### src/rtl/ppmrc_pkg.sv
// ppmrc_pkg: shared types and request codes for the ppm rc channel decoder
// used by every module in rtl/, depends on nothing else
package ppmrc_pkg;

    localparam int REQ_W   = 3;
    localparam int TIME_W  = 16;
    localparam int CH_W    = 8;
    localparam int PULSE_W = 16;
    localparam int OVR_W   = 15;
    localparam int MINCH_W = 4;
    localparam int SEEN_W  = 4;
    localparam int CFG_A_W = 3;

    localparam logic [REQ_W-1:0] REQ_CAPTURE   = 3'd0;
    localparam logic [REQ_W-1:0] REQ_READ      = 3'd1;
    localparam logic [REQ_W-1:0] REQ_SET_OVR   = 3'd2;
    localparam logic [REQ_W-1:0] REQ_TAKE_FLAG = 3'd3;
    localparam logic [REQ_W-1:0] REQ_CLR_OVR   = 3'd4;

    localparam logic [CFG_A_W-1:0] CFG_TIMER_TOP    = 3'd0;
    localparam logic [CFG_A_W-1:0] CFG_SYNC_THRESH  = 3'd1;
    localparam logic [CFG_A_W-1:0] CFG_MIN_CHANNELS = 3'd2;
    localparam logic [CFG_A_W-1:0] CFG_MIN_PULSE    = 3'd3;
    localparam logic [CFG_A_W-1:0] CFG_MAX_PULSE    = 3'd4;

    localparam logic [TIME_W-1:0]  TIMER_TOP_RST    = 16'd40000;
    localparam logic [TIME_W-1:0]  SYNC_THRESH_RST  = 16'd4600;
    localparam logic [MINCH_W-1:0] MIN_CHANNELS_RST = 4'd5;
    localparam logic [PULSE_W-1:0] MIN_PULSE_RST    = 16'd900;
    localparam logic [PULSE_W-1:0] MAX_PULSE_RST    = 16'd2100;

    typedef struct packed {
        logic [TIME_W-1:0]  timer_top;
        logic [TIME_W-1:0]  sync_threshold;
        logic [MINCH_W-1:0] min_channels;
        logic [PULSE_W-1:0] min_pulse;
        logic [PULSE_W-1:0] max_pulse;
    } cfg_t;

    typedef struct packed {
        logic              sync_seen;
        logic              publish;
        logic              store_gap;
        logic [TIME_W-1:0] gap;
    } edge_ctl_t;

endpackage

### src/rtl/ppmrc_frame_ctl.sv
// ppmrc_frame_ctl: edge gap with timer wrap, sync detect and frame slot control
// depends on ppmrc_pkg
module ppmrc_frame_ctl #(
    parameter int CHAN_COUNT = 8
) (
    input  logic [ppmrc_pkg::TIME_W-1:0]           capture_time,
    input  logic [ppmrc_pkg::TIME_W-1:0]           last_edge_time,
    input  logic [$clog2(CHAN_COUNT+1)-1:0]        frame_slot,
    input  ppmrc_pkg::cfg_t                        cfg,
    output ppmrc_pkg::edge_ctl_t                   ctl,
    output logic [$clog2(CHAN_COUNT+1)-1:0]        slot_next,
    output logic [$clog2(CHAN_COUNT+1)-1:0]        pub_count
);

    localparam int CNT_W = $clog2(CHAN_COUNT + 1);
    localparam logic [CNT_W-1:0] FULL = CNT_W'(CHAN_COUNT);

    logic [ppmrc_pkg::TIME_W-1:0] wrap_add;
    logic [ppmrc_pkg::TIME_W-1:0] gap;
    logic                         sync_seen;
    logic                         enough;
    logic                         store_gap;
    logic                         now_full;

    // gap is taken modulo 2^16, adding the wrap value when the timer rolled over
    assign wrap_add  = (capture_time < last_edge_time) ? cfg.timer_top : '0;
    assign gap       = capture_time - last_edge_time + wrap_add;
    assign sync_seen = gap > cfg.sync_threshold;
    assign enough    = 5'(frame_slot) >= 5'(cfg.min_channels);
    assign store_gap = !sync_seen && (frame_slot < FULL);
    assign now_full  = store_gap && ((frame_slot + CNT_W'(1)) == FULL);

    assign ctl.sync_seen = sync_seen;
    assign ctl.publish   = (sync_seen && enough) || now_full;
    assign ctl.store_gap = store_gap;
    assign ctl.gap       = gap;

    assign slot_next = sync_seen ? '0 : (store_gap ? frame_slot + CNT_W'(1) : frame_slot);
    assign pub_count = sync_seen ? frame_slot : FULL;

endmodule

### src/rtl/ppmrc_read_path.sv
// ppmrc_read_path: halves a stored width, clamps it, applies an override
// depends on ppmrc_pkg
module ppmrc_read_path (
    input  logic [ppmrc_pkg::TIME_W-1:0]  width,
    input  logic [ppmrc_pkg::OVR_W-1:0]   override_val,
    input  logic                          ch_in_range,
    input  ppmrc_pkg::cfg_t               cfg,
    output logic [ppmrc_pkg::PULSE_W-1:0] pulse
);

    logic [ppmrc_pkg::PULSE_W-1:0] half;
    logic [ppmrc_pkg::PULSE_W-1:0] clamped;

    assign half = {1'b0, width[ppmrc_pkg::TIME_W-1:1]};

    // if the limits cross, a half above max_pulse gets it, else min_pulse
    always_comb begin
        priority if (half > cfg.max_pulse) begin
            clamped = cfg.max_pulse;
        end else if (half < cfg.min_pulse) begin
            clamped = cfg.min_pulse;
        end else begin
            clamped = half;
        end
    end

    always_comb begin
        priority if (!ch_in_range) begin
            pulse = '0;
        end else if (override_val != '0) begin
            pulse = {1'b0, override_val};
        end else begin
            pulse = clamped;
        end
    end

endmodule

### src/rtl/ppm_rc_channel_decoder_top.sv
// ppm_rc_channel_decoder_top: ppm rc frame decoder with input and result registers
// depends on ppmrc_pkg, ppmrc_frame_ctl and ppmrc_read_path
//
// One item in, one result item out. An item is taken into an input register,
// handled there by a short subtract / compare / select path that
// updates the decoder state, and its result lands in an output register.
// Throughput is one item per clock while m_ready keeps the result register
// free; m_valid rises when an item moves from the input register into the
// result register. s_ready is high while the input register is empty or
// moves on into the result register in the same cycle; with both registers
// full and m_ready low it drops, so a stalled receiver holds two items.
// Capture items (req_type 0) take the gap to the previous edge; a gap above
// sync_threshold closes the frame, one at or below it fills the next free slot.
// Read items return the stored width halved to microseconds and clamped to
// [min_pulse, max_pulse], or the override when one is set. Configuration writes
// use cfg_wr_en / cfg_addr / cfg_wdata and are meant for idle periods only.
module ppm_rc_channel_decoder_top #(
    parameter int CHAN_COUNT = 8
) (
    input  logic                              aclk,
    input  logic                              aresetn,
    // configuration write port
    input  logic                              cfg_wr_en,
    input  logic [ppmrc_pkg::CFG_A_W-1:0]     cfg_addr,
    input  logic [15:0]                       cfg_wdata,
    // input item channel
    input  logic                              s_valid,
    output logic                              s_ready,
    input  logic [ppmrc_pkg::REQ_W-1:0]       s_req_type,
    input  logic [ppmrc_pkg::TIME_W-1:0]      s_capture_time,
    input  logic [ppmrc_pkg::CH_W-1:0]        s_channel_index,
    input  logic signed [15:0]                s_override_value,
    // result item channel
    output logic                              m_valid,
    input  logic                              m_ready,
    output logic [ppmrc_pkg::PULSE_W-1:0]     m_pulse_value,
    output logic                              m_override_taken,
    output logic                              m_new_flag,
    output logic [ppmrc_pkg::SEEN_W-1:0]      m_channels_seen
);

    localparam int CNT_W = $clog2(CHAN_COUNT + 1);
    localparam int IDX_W = (CHAN_COUNT > 1) ? $clog2(CHAN_COUNT) : 1;

    // configuration registers
    ppmrc_pkg::cfg_t cfg_reg;

    // input register
    logic                            in_valid_reg;
    logic [ppmrc_pkg::REQ_W-1:0]     req_reg;
    logic [ppmrc_pkg::TIME_W-1:0]    cap_reg;
    logic [ppmrc_pkg::CH_W-1:0]      ch_reg;
    logic [15:0]                     ov_reg;

    // decoder state
    logic [ppmrc_pkg::TIME_W-1:0]    last_edge_reg;
    logic [CNT_W-1:0]                frame_slot_reg;
    logic [CNT_W-1:0]                published_reg;
    logic                            fresh_reg;
    logic [ppmrc_pkg::TIME_W-1:0]    width_store_reg [CHAN_COUNT];
    logic [ppmrc_pkg::OVR_W-1:0]     override_store_reg [CHAN_COUNT];

    // result register
    logic                            out_valid_reg;
    logic [ppmrc_pkg::PULSE_W-1:0]   pulse_reg;
    logic                            taken_reg;
    logic                            flag_reg;
    logic [ppmrc_pkg::SEEN_W-1:0]    seen_reg;

    logic                            advance;
    logic                            fire;
    logic                            s_take;
    logic                            is_capture;
    logic                            is_read;
    logic                            is_set_ovr;
    logic                            is_take;
    logic                            is_clr_ovr;
    logic                            ch_in_range;
    logic [IDX_W-1:0]                ch_idx;
    logic [IDX_W-1:0]                slot_idx;
    logic                            ovr_write;
    ppmrc_pkg::edge_ctl_t            edge_ctl;
    logic [CNT_W-1:0]                slot_next;
    logic [CNT_W-1:0]                pub_count;
    logic [CNT_W-1:0]                published_next;
    logic                            fresh_next;
    logic [ppmrc_pkg::PULSE_W-1:0]   read_pulse;

    // handshake: the result register frees when taken, the input register
    // empties into it whenever it is free
    assign advance = !out_valid_reg || m_ready;
    assign fire    = in_valid_reg && advance;
    assign s_ready = !in_valid_reg || advance;
    assign s_take  = s_valid && s_ready;

    assign is_capture = (req_reg == ppmrc_pkg::REQ_CAPTURE);
    assign is_read    = (req_reg == ppmrc_pkg::REQ_READ);
    assign is_set_ovr = (req_reg == ppmrc_pkg::REQ_SET_OVR);
    assign is_take    = (req_reg == ppmrc_pkg::REQ_TAKE_FLAG);
    assign is_clr_ovr = (req_reg == ppmrc_pkg::REQ_CLR_OVR);

    assign ch_in_range = ch_reg < ppmrc_pkg::CH_W'(CHAN_COUNT);
    assign ch_idx      = ch_reg[IDX_W-1:0];
    assign slot_idx    = frame_slot_reg[IDX_W-1:0];

    // negative override value leaves the store alone
    assign ovr_write = is_set_ovr && !ov_reg[15] && ch_in_range;

    ppmrc_frame_ctl #(
        .CHAN_COUNT (CHAN_COUNT)
    ) u_frame_ctl (
        .capture_time   (cap_reg),
        .last_edge_time (last_edge_reg),
        .frame_slot     (frame_slot_reg),
        .cfg            (cfg_reg),
        .ctl            (edge_ctl),
        .slot_next      (slot_next),
        .pub_count      (pub_count)
    );

    ppmrc_read_path u_read_path (
        .width        (width_store_reg[ch_idx]),
        .override_val (override_store_reg[ch_idx]),
        .ch_in_range  (ch_in_range),
        .cfg          (cfg_reg),
        .pulse        (read_pulse)
    );

    // flag and published count after this item
    always_comb begin
        published_next = published_reg;
        fresh_next     = fresh_reg;
        if (is_capture && edge_ctl.publish) begin
            published_next = pub_count;
            fresh_next     = 1'b1;
        end
        if (ovr_write && (ov_reg != '0)) begin
            fresh_next = 1'b1;
        end
        if (is_take) begin
            fresh_next = 1'b0;
        end
    end

    // configuration registers
    always_ff @(posedge aclk) begin
        if (!aresetn) begin
            cfg_reg.timer_top      <= ppmrc_pkg::TIMER_TOP_RST;
            cfg_reg.sync_threshold <= ppmrc_pkg::SYNC_THRESH_RST;
            cfg_reg.min_channels   <= ppmrc_pkg::MIN_CHANNELS_RST;
            cfg_reg.min_pulse      <= ppmrc_pkg::MIN_PULSE_RST;
            cfg_reg.max_pulse      <= ppmrc_pkg::MAX_PULSE_RST;
        end else if (cfg_wr_en) begin
            unique case (cfg_addr)
                ppmrc_pkg::CFG_TIMER_TOP:    cfg_reg.timer_top      <= cfg_wdata;
                ppmrc_pkg::CFG_SYNC_THRESH:  cfg_reg.sync_threshold <= cfg_wdata;
                ppmrc_pkg::CFG_MIN_CHANNELS: cfg_reg.min_channels   <= cfg_wdata[3:0];
                ppmrc_pkg::CFG_MIN_PULSE:    cfg_reg.min_pulse      <= cfg_wdata;
                ppmrc_pkg::CFG_MAX_PULSE:    cfg_reg.max_pulse      <= cfg_wdata;
                default: begin
                end
            endcase
        end
    end

    // input register
    always_ff @(posedge aclk) begin
        if (!aresetn) begin
            in_valid_reg <= 1'b0;
        end else if (s_take) begin
            in_valid_reg <= 1'b1;
        end else if (advance) begin
            in_valid_reg <= 1'b0;
        end
    end

    always_ff @(posedge aclk) begin
        if (s_take) begin
            req_reg <= s_req_type;
            cap_reg <= s_capture_time;
            ch_reg  <= s_channel_index;
            ov_reg  <= s_override_value;
        end
    end

    // scalar decoder state
    always_ff @(posedge aclk) begin
        if (!aresetn) begin
            last_edge_reg  <= '0;
            frame_slot_reg <= '0;
            published_reg  <= '0;
            fresh_reg      <= 1'b0;
        end else if (fire) begin
            published_reg <= published_next;
            fresh_reg     <= fresh_next;
            if (is_capture) begin
                last_edge_reg  <= cap_reg;
                frame_slot_reg <= slot_next;
            end
        end
    end

    // channel width and override stores, one register per channel
    always_ff @(posedge aclk) begin
        if (!aresetn) begin
            for (int i = 0; i < CHAN_COUNT; i++) begin
                width_store_reg[i]    <= '0;
                override_store_reg[i] <= '0;
            end
        end else if (fire) begin
            for (int i = 0; i < CHAN_COUNT; i++) begin
                if (is_capture && edge_ctl.store_gap && (slot_idx == IDX_W'(i))) begin
                    width_store_reg[i] <= edge_ctl.gap;
                end
                if (is_clr_ovr) begin
                    override_store_reg[i] <= '0;
                end else if (ovr_write && (ch_idx == IDX_W'(i))) begin
                    override_store_reg[i] <= ov_reg[14:0];
                end
            end
        end
    end

    // result register
    always_ff @(posedge aclk) begin
        if (!aresetn) begin
            out_valid_reg <= 1'b0;
        end else if (fire) begin
            out_valid_reg <= 1'b1;
        end else if (m_ready) begin
            out_valid_reg <= 1'b0;
        end
    end

    always_ff @(posedge aclk) begin
        if (fire) begin
            pulse_reg <= is_read ? read_pulse : '0;
            taken_reg <= ovr_write && (ov_reg != '0);
            // a take reports the flag as it stood before clearing
            flag_reg  <= is_take ? fresh_reg : fresh_next;
            seen_reg  <= ppmrc_pkg::SEEN_W'(published_next);
        end
    end

    assign m_valid          = out_valid_reg;
    assign m_pulse_value    = pulse_reg;
    assign m_override_taken = taken_reg;
    assign m_new_flag       = flag_reg;
    assign m_channels_seen  = seen_reg;

endmodule

### config.mk
export PLATFORM = sky130hd
export DESIGN_NAME = ppm_rc_channel_decoder_top
export DESIGN_NICKNAME = d
export VERILOG_FILES = /design/src/rtl/ppmrc_pkg.sv /design/src/rtl/ppmrc_frame_ctl.sv /design/src/rtl/ppmrc_read_path.sv /design/src/rtl/ppm_rc_channel_decoder_top.sv
export SDC_FILE = /design/constraint.sdc
export NUM_CORES = 1
export LEC_CHECK = 0
export BUFFER_PORTS_ARGS = -buffer_cell sky130_fd_sc_hd__buf_2
export CAP_MARGIN = 0
export CORE_MARGIN = 2
export CORE_UTILIZATION = 55
export DETAILED_ROUTE_END_ITERATION = 6
export GPL_ROUTABILITY_DRIVEN = 1
export GPL_TIMING_DRIVEN = 0
export PLACE_DENSITY = 0.75
export SYNTH_ARGS = -nofsm -noshare
export SYNTH_HDL_FRONTEND = slang
export SYNTH_SLANG_ARGS = --single-unit
### constraint.sdc
create_clock -name aclk -period 7.2 [get_ports aclk]
set_input_delay 0 -clock aclk [delete_from_list [all_inputs] [get_ports aclk]]
set_output_delay 0 -clock aclk [all_outputs]
set_load 0.1 [all_outputs]
==> impl_metrics.csv <==
group,metric,value,unit
placed_design,pre_cts_slack,-1.28,ns
timing,fin_ws,0.251,ns
cts,insertion_delay,0.55,ns
floorplanning,die_area,0.0377,mm2
setup_path,crit_family,"simple AND/OR/NAND/NOR gates",
routing,wl_per_cell,22.1,um
cts,cts.sinks,403,
routing,routed_wl,52800,um
setup_path,slowest_delay,0.61,ns
min_path,hp-start,"cfg_addr[2]",
yosys,synth_cell_types,63,
setup_path,critPathMaxFanout,15,
routing,vias_per_cell,6.00,
min_path,min_path_type,"in -> reg",
yosys,yosys.area.top_type,"edfxtp_1",
cells_and_area,drive_gt1_share,16.3,%
floorplanning,num_rows,69,
cts,h-tree-depth,2,
setup_path,startpoint_type,"flip-flop",
grt,grt_max_degree,44,
cells_and_area,layout.nets,2065,
routing,drc_errors,1,
yosys,avgSynthCellArea,11.8,um2
flow_run,drv_cap,0,
routing,dr.first_iter.drc_count,1447,
cts,clockRootBuffer,"clkbuf_16",
setup_path,worst-endpoint-required,7.41,ns
cts,tritoncts,"built",
setup_path,cpMostUsedCell,"ha_1",
cells_and_area,layout_common_cells,"edfxtp_1, nand2_1, inv_1",
routing,final_antenna_net_count,0,
pwr,finalPower,5.81,mW
yosys,synth-seq-cells,403,
grt,grt_overflow,0,
timing,fmax,144,MHz
yosys,ys_async_sr_fraction,0,%
placed_design,hpwl,37600,um
cells_and_area,syn_to_final_growth,16.9,%
timing,drv_slew,0,
yosys,synth_area_leaders,"edfxtp_1, dfxtp_1, mux4_2",
cells_and_area,n_antenna_cell,0,
setup_path,critical_path.endpoint_type,"flip-flop",
cts,cts.clk_slew.worst_paths,0.06,ns
timing,worstMarginPinSlew,1.05,ns
yosys,syn_nets,1854,
status,violations,"DRC",
setup_path,critPathBufInv,3,
timing,slew_headroom,29.8,%
setup_path,cp_slowest_cell,"or4_1",
yosys,yosysSeqAreaShare,55.9,%
timing,min_period_over_period,96.5,%
routing,via_count,14300,
timing,rsz0062_at_grt,"false",
placed_design,dp_cells,2243,
pwr,leakagePower,8.98,nW
pwr,powerDensity,250,mW/mm2
timing,hold_violations,0,
yosys,yosysTopAreaCellShare,46.0,%
status,status,"finished with violations",
grt,grt_pass1_vias,14200,
setup_path,crit_type,"reg -> reg",
yosys,yosys_warnings,0,
floorplanning,fp.dieW,194,um
yosys,synthesis.area,0.0199,mm2
placed_design,numPortBuffers,89,
timing,holdWs,0.0687,ns
yosys,synth_cells,1685,
setup_path,rr_startpoint,"cap_reg[13]",
timing,post-route-min-period,6.95,ns
timing,finalClockSkew,0.0209,ns
setup_path,cp.arrival,7.16,ns
pwr,peakVddDrop,176,uV
setup_path,crit_chain,"ha_1 > a21o_1 > a21o_1 > a21oi_1 > o31ai_2 > nor2_2 > clkbuf_4 > nand2_1 > fa_1 > inv_1 > ha_1 > nor2b_1 > o21a_1 > o21ai_1 > a21oi_1 > o21ai_0 > nand3_1 > ha_1 > nand4_1 > or4_1 > nand2_1 > nand4_1 > clkbuf_2 > nand2_4",
cells_and_area,stdcell_count,2390,
floorplanning,die_h,194,um
grt,grt_pass1_wl,81100,um
floorplanning,io_pins,91,
cts,numCtsBuffers,42,
floorplanning,core_area,0.0356,mm2
setup_path,worstSetupStartpoint,"cap_reg[13]",
cells_and_area,fill_cells,2601,
grt,grtUsageTotal,28.1,%
floorplanning,start_util,56.0,%
yosys,yosys_most_used_dff,"edfxtp_1",
timing,finalSetupViolCount,0,
cts,cts_buffer_depth,3,
cells_and_area,layout_commonest_cell,"edfxtp_1",
routing,drtPass1Iterations,7,
yosys,synth_edf_count,305,
grt,antenna_found_initial,1,
placed_design,place.gp.congestion,0.910,
## per-layer routing
metal / vias up / part of all wire (%) / wire, um / global-route usage [%]
met2: 706 / 46 / 24100 / 44.4
met5: - / 0.025 / 13 / 0
met3: 137 / 11 / 5770 / 6.87
li1: 6504 / - / - / -
met1: 6988 / 40 / 21200 / 38.3
met4: 2 / 3.4 / 1820 / 9.93
## stage by stage
step / instance area, um2 / util, % / TNS [ns]
final: 23300 / 65.5 / 0
after global routing: 23300 / 65.5 / 0
after CTS: 23200 / 65.4 / 0
after detailed placement: 21100 / 59.2 / -142.41
after global placement: 20900 / 58.9 / -116.20
after floorplan: 19900 / - / 0
## cells in the mapped netlist (all sizes together), types with 27 or more instances
| cell type | count |
|---|---|
| edfxtp | 305 |
| o21ai | 32 |
| nor2 | 126 |
| dfxtp | 98 |
| mux2i | 35 |
| clkbuf | 51 |
| nand2 | 211 |
| inv | 131 |
| mux2 | 31 |
| mux4 | 60 |
| ha | 87 |
| buf | 27 |
| a21oi | 112 |
| and2 | 127 |
## worst paths after layout
| check | to | slack (ns) | depth (start not counted) |
|---|---|---|---|
| max | width_store_reg[3][10] | 0.25 | 24 |
| min | cfg_reg[32] | 0.07 | 6 |
| max reg2reg | width_store_reg[3][10] | 0.25 | 24 |
| min reg2reg | cfg_reg[51] | 0.46 | 2 |
## power by group
group          leakage [nW]  switching, mW  internal [mW]
Clock                 0.682          0.897           1.30
Combinational          4.43          0.588          0.370
Sequential             3.87         0.0507           2.61
Total                  8.98           1.54           4.27
## repair_timing
item,CTS,global route
resized for setup,29,12
hold endpoints to repair,116,0
gates cloned,1,0
setup endpoints to repair,199,176
setup buffers,6,0
pin swaps,6,0
hold buffers,64,0
## worst reg2reg max path, delay by kind of cell, from the launching register on
kind,cells,cell delay (ns)
adder cells (fa/ha/maj),4,1.60
flip-flops,1,0.42
buffers and inverters,3,0.64
AO/OA/AOI/OAI,8,1.69
AND/OR/NAND/NOR,9,2.29
## final cells by class
class / instances / area (um2) / area share [%]
buffer: 77 / 378 / 1.62
clock buffer: 63 / 1240 / 5.33
clock inverter: 14 / 143 / 0.613
inverter: 131 / 492 / 2.11
multi-input combinational: 1074 / 8090 / 34.8
sequential: 403 / 11100 / 47.8
tap: 461 / 577 / 2.48
timing repair buffer: 167 / 1240 / 5.33
## logic make-up after synthesis
| logic type | Yosys count | share of synthesized area [%] |
|---|---|---|
| and+or+nand+nor | 588 | 14.3 |
| buffers and inverters | 209 | 4.29 |
| xor gates and xnor gates | 8 | 0.352 |
| AOI/OAI and AO/OA | 249 | 7.68 |
| adders and majority gates | 102 | 6.98 |
| muxes | 126 | 10.6 |
| DFF | 403 | 55.9 |
No activity file was read; power rests on OpenSTA's default activity.
